[src/rtl/omrm_pkg.sv]
// Shared types, constants and helper functions for the register machine.
package omrm_pkg;

    localparam int NUM_REGS    = 4;
    localparam int REG_WIDTH   = 32;
    localparam int IDX_W       = (NUM_REGS > 1) ? $clog2(NUM_REGS) : 1;
    localparam int FIELD_W     = 32;
    localparam int OUT_REGS    = 4;
    localparam int OP_MAP_W    = 64;
    localparam logic [OP_MAP_W-1:0] OP_MAP_RESET = 64'hFEDC_BA98_7654_3210;

    localparam int S_TDATA_W = 72;
    localparam int M_TDATA_W = OUT_REGS * FIELD_W;

    // Input request layout inside tdata
    localparam int OPN_LSB  = 0;
    localparam int OPA_LSB  = 4;
    localparam int OPB_LSB  = 36;
    localparam int DEST_LSB = 68;

    typedef logic [REG_WIDTH-1:0]               t_reg;
    typedef logic [NUM_REGS-1:0][REG_WIDTH-1:0] t_regfile;
    typedef logic [IDX_W-1:0]                   t_idx;

    typedef enum logic [3:0] {
        OP_ADDR = 4'd0,
        OP_ADDI = 4'd1,
        OP_MULR = 4'd2,
        OP_MULI = 4'd3,
        OP_BANR = 4'd4,
        OP_BANI = 4'd5,
        OP_BORR = 4'd6,
        OP_BORI = 4'd7,
        OP_SETR = 4'd8,
        OP_SETI = 4'd9,
        OP_GTIR = 4'd10,
        OP_GTRI = 4'd11,
        OP_GTRR = 4'd12,
        OP_EQIR = 4'd13,
        OP_EQRI = 4'd14,
        OP_EQRR = 4'd15
    } t_op;

    typedef struct packed {
        logic ok;
        t_idx wr_idx;
        t_reg value;
    } t_exec_res;

    // Truncate or zero-extend a 32-bit field to register width
    function automatic t_reg field_to_reg(input logic [FIELD_W-1:0] v);
        logic [REG_WIDTH+FIELD_W-1:0] w;
        w = {{REG_WIDTH{1'b0}}, v};
        return w[REG_WIDTH-1:0];
    endfunction

    // Truncate or zero-extend a register to the 32-bit output field
    function automatic logic [FIELD_W-1:0] reg_to_field(input t_reg v);
        logic [REG_WIDTH+FIELD_W-1:0] w;
        w = {{FIELD_W{1'b0}}, v};
        return w[FIELD_W-1:0];
    endfunction

    // Register index bits of a field already checked to be in range
    function automatic t_idx field_to_idx(input logic [FIELD_W-1:0] v);
        return v[IDX_W-1:0];
    endfunction

endpackage

[src/rtl/omrm_exec.sv]
// Operand decode, index check and ALU for one instruction.
module omrm_exec
    import omrm_pkg::*;
(
    input  t_op                i_op,
    input  logic [FIELD_W-1:0] i_opa,
    input  logic [FIELD_W-1:0] i_opb,
    input  logic [1:0]         i_dest,
    input  t_regfile           i_regs,
    output t_exec_res          o_res
);

    logic               a_reg;
    logic               b_reg;
    logic [FIELD_W-1:0] dest_w;
    t_reg               va;
    t_reg               vb;
    t_reg               alu;

    // Decide which operands name registers
    always_comb begin
        unique case (i_op) inside
            OP_ADDR, OP_MULR, OP_BANR, OP_BORR, OP_GTRR, OP_EQRR: begin
                a_reg = 1'b1;
                b_reg = 1'b1;
            end
            OP_GTIR, OP_EQIR: begin
                a_reg = 1'b0;
                b_reg = 1'b1;
            end
            OP_SETI: begin
                a_reg = 1'b0;
                b_reg = 1'b0;
            end
            default: begin
                a_reg = 1'b1;
                b_reg = 1'b0;
            end
        endcase
    end

    assign dest_w = {{(FIELD_W-2){1'b0}}, i_dest};

    // Fetch operand values
    assign va = a_reg ? i_regs[field_to_idx(i_opa)] : field_to_reg(i_opa);
    assign vb = b_reg ? i_regs[field_to_idx(i_opb)] : field_to_reg(i_opb);

    // Execute
    always_comb begin
        case (i_op) inside
            OP_ADDR, OP_ADDI:          alu = va + vb;
            OP_MULR, OP_MULI:          alu = va * vb;
            OP_BANR, OP_BANI:          alu = va & vb;
            OP_BORR, OP_BORI:          alu = va | vb;
            OP_SETR, OP_SETI:          alu = va;
            OP_GTIR, OP_GTRI, OP_GTRR: alu = field_to_reg({31'd0, va > vb});
            default:                   alu = field_to_reg({31'd0, va == vb});
        endcase
    end

    // Reject any register index that is out of range
    assign o_res.ok = (dest_w < FIELD_W'(NUM_REGS))
                    && (!a_reg || (i_opa < FIELD_W'(NUM_REGS)))
                    && (!b_reg || (i_opb < FIELD_W'(NUM_REGS)));
    assign o_res.wr_idx = field_to_idx(dest_w);
    assign o_res.value  = alu;

endmodule

[src/rtl/opcode_mapped_register_machine_unit.sv]
// Top level of the opcode-mapped four-register ALU machine.
//
//  channel | direction | handshake              | payload
//  --------+-----------+------------------------+---------------------------------------
//  s       | in        | i_s_tvalid/o_s_tready  | op_number, operand_a, operand_b, dest
//  m       | out       | o_m_tvalid/i_m_tready  | reg_zero..reg_three; tuser bad_index
//  cfg     | in        | i_cfg_we               | op_map (64 bits)
//
// One instruction per cycle while the result side accepts; a request passes through the
// input register, then the execute stage writes the register file and the result
// register in the same cycle.
// Reset clears the register file, valid flags and restores the identity op_map.
// A stalled result holds the execute stage; the input register still takes
// one more request while the result waits.
module opcode_mapped_register_machine_unit
    import omrm_pkg::*;
(
    input  logic                 i_clk,
    input  logic                 i_rst_n,
    input  logic                 i_s_tvalid,
    output logic                 o_s_tready,
    // [3:0] op_number, [35:4] operand_a, [67:36] operand_b, [69:68] dest_reg, [71:70] zero
    input  logic [S_TDATA_W-1:0] i_s_tdata,
    output logic                 o_m_tvalid,
    input  logic                 i_m_tready,
    // [31:0] reg_zero, [63:32] reg_one, [95:64] reg_two, [127:96] reg_three
    output logic [M_TDATA_W-1:0] o_m_tdata,
    // [0] bad_index
    output logic [0:0]           o_m_tuser,
    input  logic                 i_cfg_we,
    input  logic [OP_MAP_W-1:0]  i_cfg_wdata
);

    logic [OP_MAP_W-1:0]  r_op_map;
    logic                 r_in_valid;
    logic [3:0]           r_opn;
    logic [FIELD_W-1:0]   r_opa;
    logic [FIELD_W-1:0]   r_opb;
    logic [1:0]           r_dest;
    t_regfile             r_regs;
    t_regfile             n_regs;
    logic                 r_out_valid;
    logic [M_TDATA_W-1:0] r_out_data;
    logic [M_TDATA_W-1:0] n_out_data;
    logic                 r_out_bad;
    logic                 exec_go;
    logic                 in_take;
    t_op                  op;
    t_exec_res            res;

    assign exec_go    = r_in_valid && (!r_out_valid || i_m_tready);
    assign o_s_tready = !r_in_valid || exec_go;
    assign in_take    = i_s_tvalid && o_s_tready;

    // Translate the opcode number through the map
    assign op = t_op'(r_op_map[{r_opn, 2'b00} +: 4]);

    omrm_exec u_exec (
        .i_op   (op),
        .i_opa  (r_opa),
        .i_opb  (r_opb),
        .i_dest (r_dest),
        .i_regs (r_regs),
        .o_res  (res)
    );

    // Next register file after this instruction
    always_comb begin
        n_regs = r_regs;
        if (res.ok) begin
            n_regs[res.wr_idx] = res.value;
        end
    end

    // Pack the four visible registers
    always_comb begin
        n_out_data = '0;
        for (int i = 0; i < OUT_REGS; i++) begin
            if (i < NUM_REGS) begin
                n_out_data[i*FIELD_W +: FIELD_W] = reg_to_field(n_regs[i]);
            end
        end
    end

    // Configuration register
    always_ff @(posedge i_clk) begin
        if (!i_rst_n) begin
            r_op_map <= OP_MAP_RESET;
        end else if (i_cfg_we) begin
            r_op_map <= i_cfg_wdata;
        end
    end

    // Input register: hold a request until execute takes it
    always_ff @(posedge i_clk) begin
        if (!i_rst_n) begin
            r_in_valid <= 1'b0;
        end else if (o_s_tready) begin
            r_in_valid <= i_s_tvalid;
        end
    end

    always_ff @(posedge i_clk) begin
        if (in_take) begin
            r_opn  <= i_s_tdata[OPN_LSB  +: 4];
            r_opa  <= i_s_tdata[OPA_LSB  +: FIELD_W];
            r_opb  <= i_s_tdata[OPB_LSB  +: FIELD_W];
            r_dest <= i_s_tdata[DEST_LSB +: 2];
        end
    end

    // Register file: advance on each executed instruction
    always_ff @(posedge i_clk) begin
        if (!i_rst_n) begin
            r_regs <= '0;
        end else if (exec_go) begin
            r_regs <= n_regs;
        end
    end

    // Result register
    always_ff @(posedge i_clk) begin
        if (!i_rst_n) begin
            r_out_valid <= 1'b0;
        end else if (exec_go) begin
            r_out_valid <= 1'b1;
        end else if (i_m_tready) begin
            r_out_valid <= 1'b0;
        end
    end

    always_ff @(posedge i_clk) begin
        if (exec_go) begin
            r_out_data <= n_out_data;
            r_out_bad  <= !res.ok;
        end
    end

    assign o_m_tvalid   = r_out_valid;
    assign o_m_tdata    = r_out_data;
    assign o_m_tuser[0] = r_out_bad;

endmodule

[config.mk]
export PLATFORM = sky130hd
export DESIGN_NAME = opcode_mapped_register_machine_unit
export DESIGN_NICKNAME = d
export VERILOG_FILES = /design/src/rtl/omrm_pkg.sv /design/src/rtl/omrm_exec.sv /design/src/rtl/opcode_mapped_register_machine_unit.sv
export SDC_FILE = /design/constraint.sdc
export NUM_CORES = 2
export LEC_CHECK = 0
export BUFFER_PORTS_ARGS = -buffer_cell sky130_fd_sc_hd__buf_4
export CAP_MARGIN = 20
export CORE_MARGIN = 4
export CORE_UTILIZATION = 30
export CTS_BUF_LIST = sky130_fd_sc_hd__clkbuf_16
export DETAILED_ROUTE_END_ITERATION = 8
export GPL_TIMING_DRIVEN = 0
export MAX_ROUTING_LAYER = met4
export PLACE_DENSITY = 0.43
export SLEW_MARGIN = 20
export SYNTH_ARGS = -nofsm -noshare
export SYNTH_HDL_FRONTEND = slang
export SYNTH_SLANG_ARGS = --single-unit
[constraint.sdc]
create_clock -name i_clk -period 25.4 [get_ports i_clk]
set_input_delay 7.62 -clock i_clk [delete_from_list [all_inputs] [get_ports i_clk]]
set_output_delay 7.62 -clock i_clk [all_outputs]
set_load 0.01 [all_outputs]
==> flow_summary.rst <==
.. list-table::
   :header-rows: 1

   * - Metric
     - Value
   * - Overflow left after global routing
     - 0
   * - Power share of the sequential group
     - 0.179
   * - Library cell with the largest summed area after synthesis
     - fa_1
   * - Total of endpoints with negative setup slack in the final report
     - 0
   * - Antenna violations before repair
     - 6
   * - Syn nets
     - 4600
   * - Die area
     - 0.128 mm^2
   * - Worst-Margin Slew
     - 1250 ps
   * - Die Span Y
     - 357 um
   * - All-layer global routing usage
     - 0.275
   * - Final wirelength
     - 173000 um
   * - X dimension of the die
     - 357 um
   * - Total standard cell area after synthesis
     - 0.0366 mm^2
   * - Crit path max-delay family
     - simple AND/OR/NAND/NOR gates
   * - Most numerous cell on the critical path
     - buf_4
   * - Min Clock Period, post-route
     - 15800 ps
   * - Sum of negative setup slack
     - 0 ps
   * - Clock root buffer
     - clkbuf_16
   * - Yosys top cell area share
     - 0.224
   * - Maximum vdd ir drop
     - 0.0860 mV
   * - Critical path, cell by cell
     - buf_4 > nor2b_1 > nand2_1 > buf_4
   * - CP max-delay cell
     - nor2b_1
   * - Post-synthesis average cell area
     - 9.55 um^2
   * - Outcome
     - finished, final reports clean
   * - Number of enable-type register cells in the synthesized netlist
     - 199
   * - Number of buffer and inverter instances along the worst setup path
     - 2
   * - Start-to-end type of the worst setup path
     - primary input to output pin
   * - Number of global-route vias before repair
     - 31600
   * - Worst endpoint required time
     - 17780 ps
   * - Cell types occupying the most area after synthesis
     - fa_1 (22%), edfxtp_1 (16%), dfxtp_1 (11%)
   * - Number of distinct library cell variants in the gate-level netlist after synthesis
     - 83
   * - TritonCTS Buffers
     - 42
   * - Clock sinks
     - 393
   * - Worst clock skew
     - 28.9 ps
   * - Number of ports placed on the die boundary
     - 272
   * - Share of flip-flops with an asynchronous set or reset
     - 0
   * - FF+latch count, synth
     - 393
   * - Clock insertion delay at the later pin of the skew report
     - 600 ps
   * - Yosys warns
     - 0
   * - Worst hold path type
     - flip-flop to flip-flop
   * - Clk pin slew, worst setup/hold paths
     - 60 ps
   * - Number of endpoints with negative hold slack in the final report
     - 0
   * - Data arrival time of the critical path
     - 8180 ps
   * - Number of standard cells after synthesis
     - 3831
   * - Worst setup EP type
     - output pin
   * - Number of buffers inserted for hold repair after clock tree synthesis
     - 0
   * - Number of detailed-route iterations in the first pass
     - 6
   * - Clock network fraction of total power
     - 0.151
   * - Unrepaired setup endpoints after global routing
     - no
   * - Via Count
     - 31000
   * - Detail-routed via count per cell
     - 5.34
   * - Count of routing violations after the opening detailed-route iteration
     - 3181
   * - Top fanout value on the critical path
     - 4
   * - Global-route wire length before repair
     - 242000 um
   * - Maximum buffer depth of the clock tree
     - 3
   * - Count of input and output buffers
     - 267
   * - Clock tree from TritonCTS
     - yes
   * - Count of unresolved DRC violations after routing
     - 0
   * - Area growth, synth to finish
     - 15.6%
   * - Power consumption
     - 3990 uW
   * - Count of antenna-violating nets left after detailed routing
     - 0
   * - Sum of net half-perimeters after detailed placement
     - 141000 um
   * - Largest net degree at the start of global routing
     - 45
   * - Slowest stage delay, CP
     - 210 ps
   * - Last weighted congestion value of the routability-driven placer
     - 0.970
   * - Clock H-tree levels
     - 2
   * - Commonest register cell after synthesis
     - edfxtp_1
   * - Ratio of total power to cell area
     - 94.3 mW/mm^2
   * - Switching Fraction
     - 0.517
   * - Setup crit start kind
     - primary input
   * - Fmax achieved
     - 0.0633 GHz
   * - Proportion of layout cells with a drive suffix above 1
     - 0.139
   * - Tightest slew margin relative to the limit
     - 0.147
   * - Total core area
     - 0.121 mm^2
   * - Sw Pwr
     - 2060 uW
   * - Leak
     - 0.0182 uW
   * - Seq/Total Area, Yosys
     - 0.269
   * - Gate power share
     - 0.669
   * - Reported max-cap violation count
     - 0
   * - Initial Util
     - 0.303
   * - Routed length per instance
     - 29.7 um
   * - Post-CTS Resized
     - 0
   * - Count of nets after finishing
     - 4931
   * - Core Rows
     - 127
   * - Cell internal pwr
     - 1930 uW
   * - # Post-CTS Setup Buffers
     - 0
   * - Max-slew violations
     - 0
   * - Tcrit/Tclk final
     - 0.622
-- sequential cells by signal, indices dropped and copies added (netlist names) --
register / flops
r_opb: 32
o_m_tuser: 1
r_dest: 2
o_m_tdata: 128
r_op_map: 64
r_opn: 4
o_m_tvalid: 1
r_in_valid: 1
r_regs: 128
r_opa: 32
-- cells in the mapped netlist (all sizes together), types with 55 or more instances --
master,count
mux2,65
fa,409
a21oi,179
edfxtp,199
clkbuf,160
xnor2,72
ha,219
dfxtp,194
o21ai,179
inv,469
nand2,542
nor2,470
buf,55
mux2i,114
mux4,77
-- logic make-up after synthesis --
logic type,Yosys count,share of synthesized area
adders and majority gates,628,0.299
AOI/OAI and AO/OA,589,0.101
buffers and inverters,692,0.0736
DFF,393,0.269
muxes,256,0.0995
xor gates and xnor gates,94,0.0263
and+or+nand+nor,1179,0.132
-- stage by stage --
step	worst slack (ps)	hold WS, ps	utilization	cells	instance area (um^2)
3_3_place_gp	9440	451	0.337	5710	40600
2_1_floorplan	9860	436	-	3831	36600
5_1_grt	9520	507	0.351	5808	42300
6_report	9600	466	0.351	5810	42300
4_1_cts	9580	472	0.350	5806	42300
3_5_place_dp	9590	456	0.339	5728	40900
-- cell usage in the layout (no fill, tap or decap), types with 28 or more instances in the layout --
cell type and count:
nand2_1 541, inv_1 469, nor2_1 465, fa_1 409
buf_4 276, ha_1 219, edfxtp_1 199, dfxtp_1 194
a21oi_1 178, o21ai_0 172, clkbuf_1 152, mux2i_1 112
mux4_2 77, xnor2_1 72, mux2_2 55, clkbuf_16 42
nand3_1 29, o22ai_1 29, a211oi_1 28
-- final timing paths --
check | start | slack, ps | depth (start not counted) | to
setup / recovery | i_m_tready | 9600 | 4 | o_s_tready
hold / removal | r_op_map[43] | 470 | 2 | r_op_map[43]
setup reg to reg | r_opb[0] | 11590 | 35 | o_m_tdata[31]
hold reg to reg | r_op_map[43] | 470 | 2 | r_op_map[43]
-- worst min-delay path, cell delays in order (launching register included) --
cell and delay (ps):
dfxtp_1 320, mux2i_1 60, nand2_1 50
-- routing by layer --
| metal | up-vias | GRT usage | part of all wire |
|---|---|---|---|
| met4 | 0 | 0.0801 | 0.036 |
| met1 | 16100 | 0.376 | 0.45 |
| met2 | 1320 | 0.420 | 0.44 |
| met5 | - | - | 0 |
| met3 | 251 | 0.0475 | 0.074 |
| li1 | 13400 | - | - |
-- power groups by stage --
stage               clock (uW)  combinational, uW  sequential (uW)
floorplan                    0               1530              720
global placement             0               2630              732
detailed placement           0               2630              728
CTS                        620               2670              714
global route               646               2860              716
finish                     604               2670              715
-- area by class of cell --
cell class | instances | area (um^2)
buffer | 215 | 913
timing repair buffer | 287 | 2250
fill | 12600 | 78300
inverter | 477 | 1800
clock buffer | 42 | 1050
multi-input combinational | 2746 | 24100
sequential | 393 | 9860
antenna | 2 | 5.00
tap | 1612 | 2020
clock inverter | 36 | 280
No activity file was read; power rests on OpenSTA's default activity.
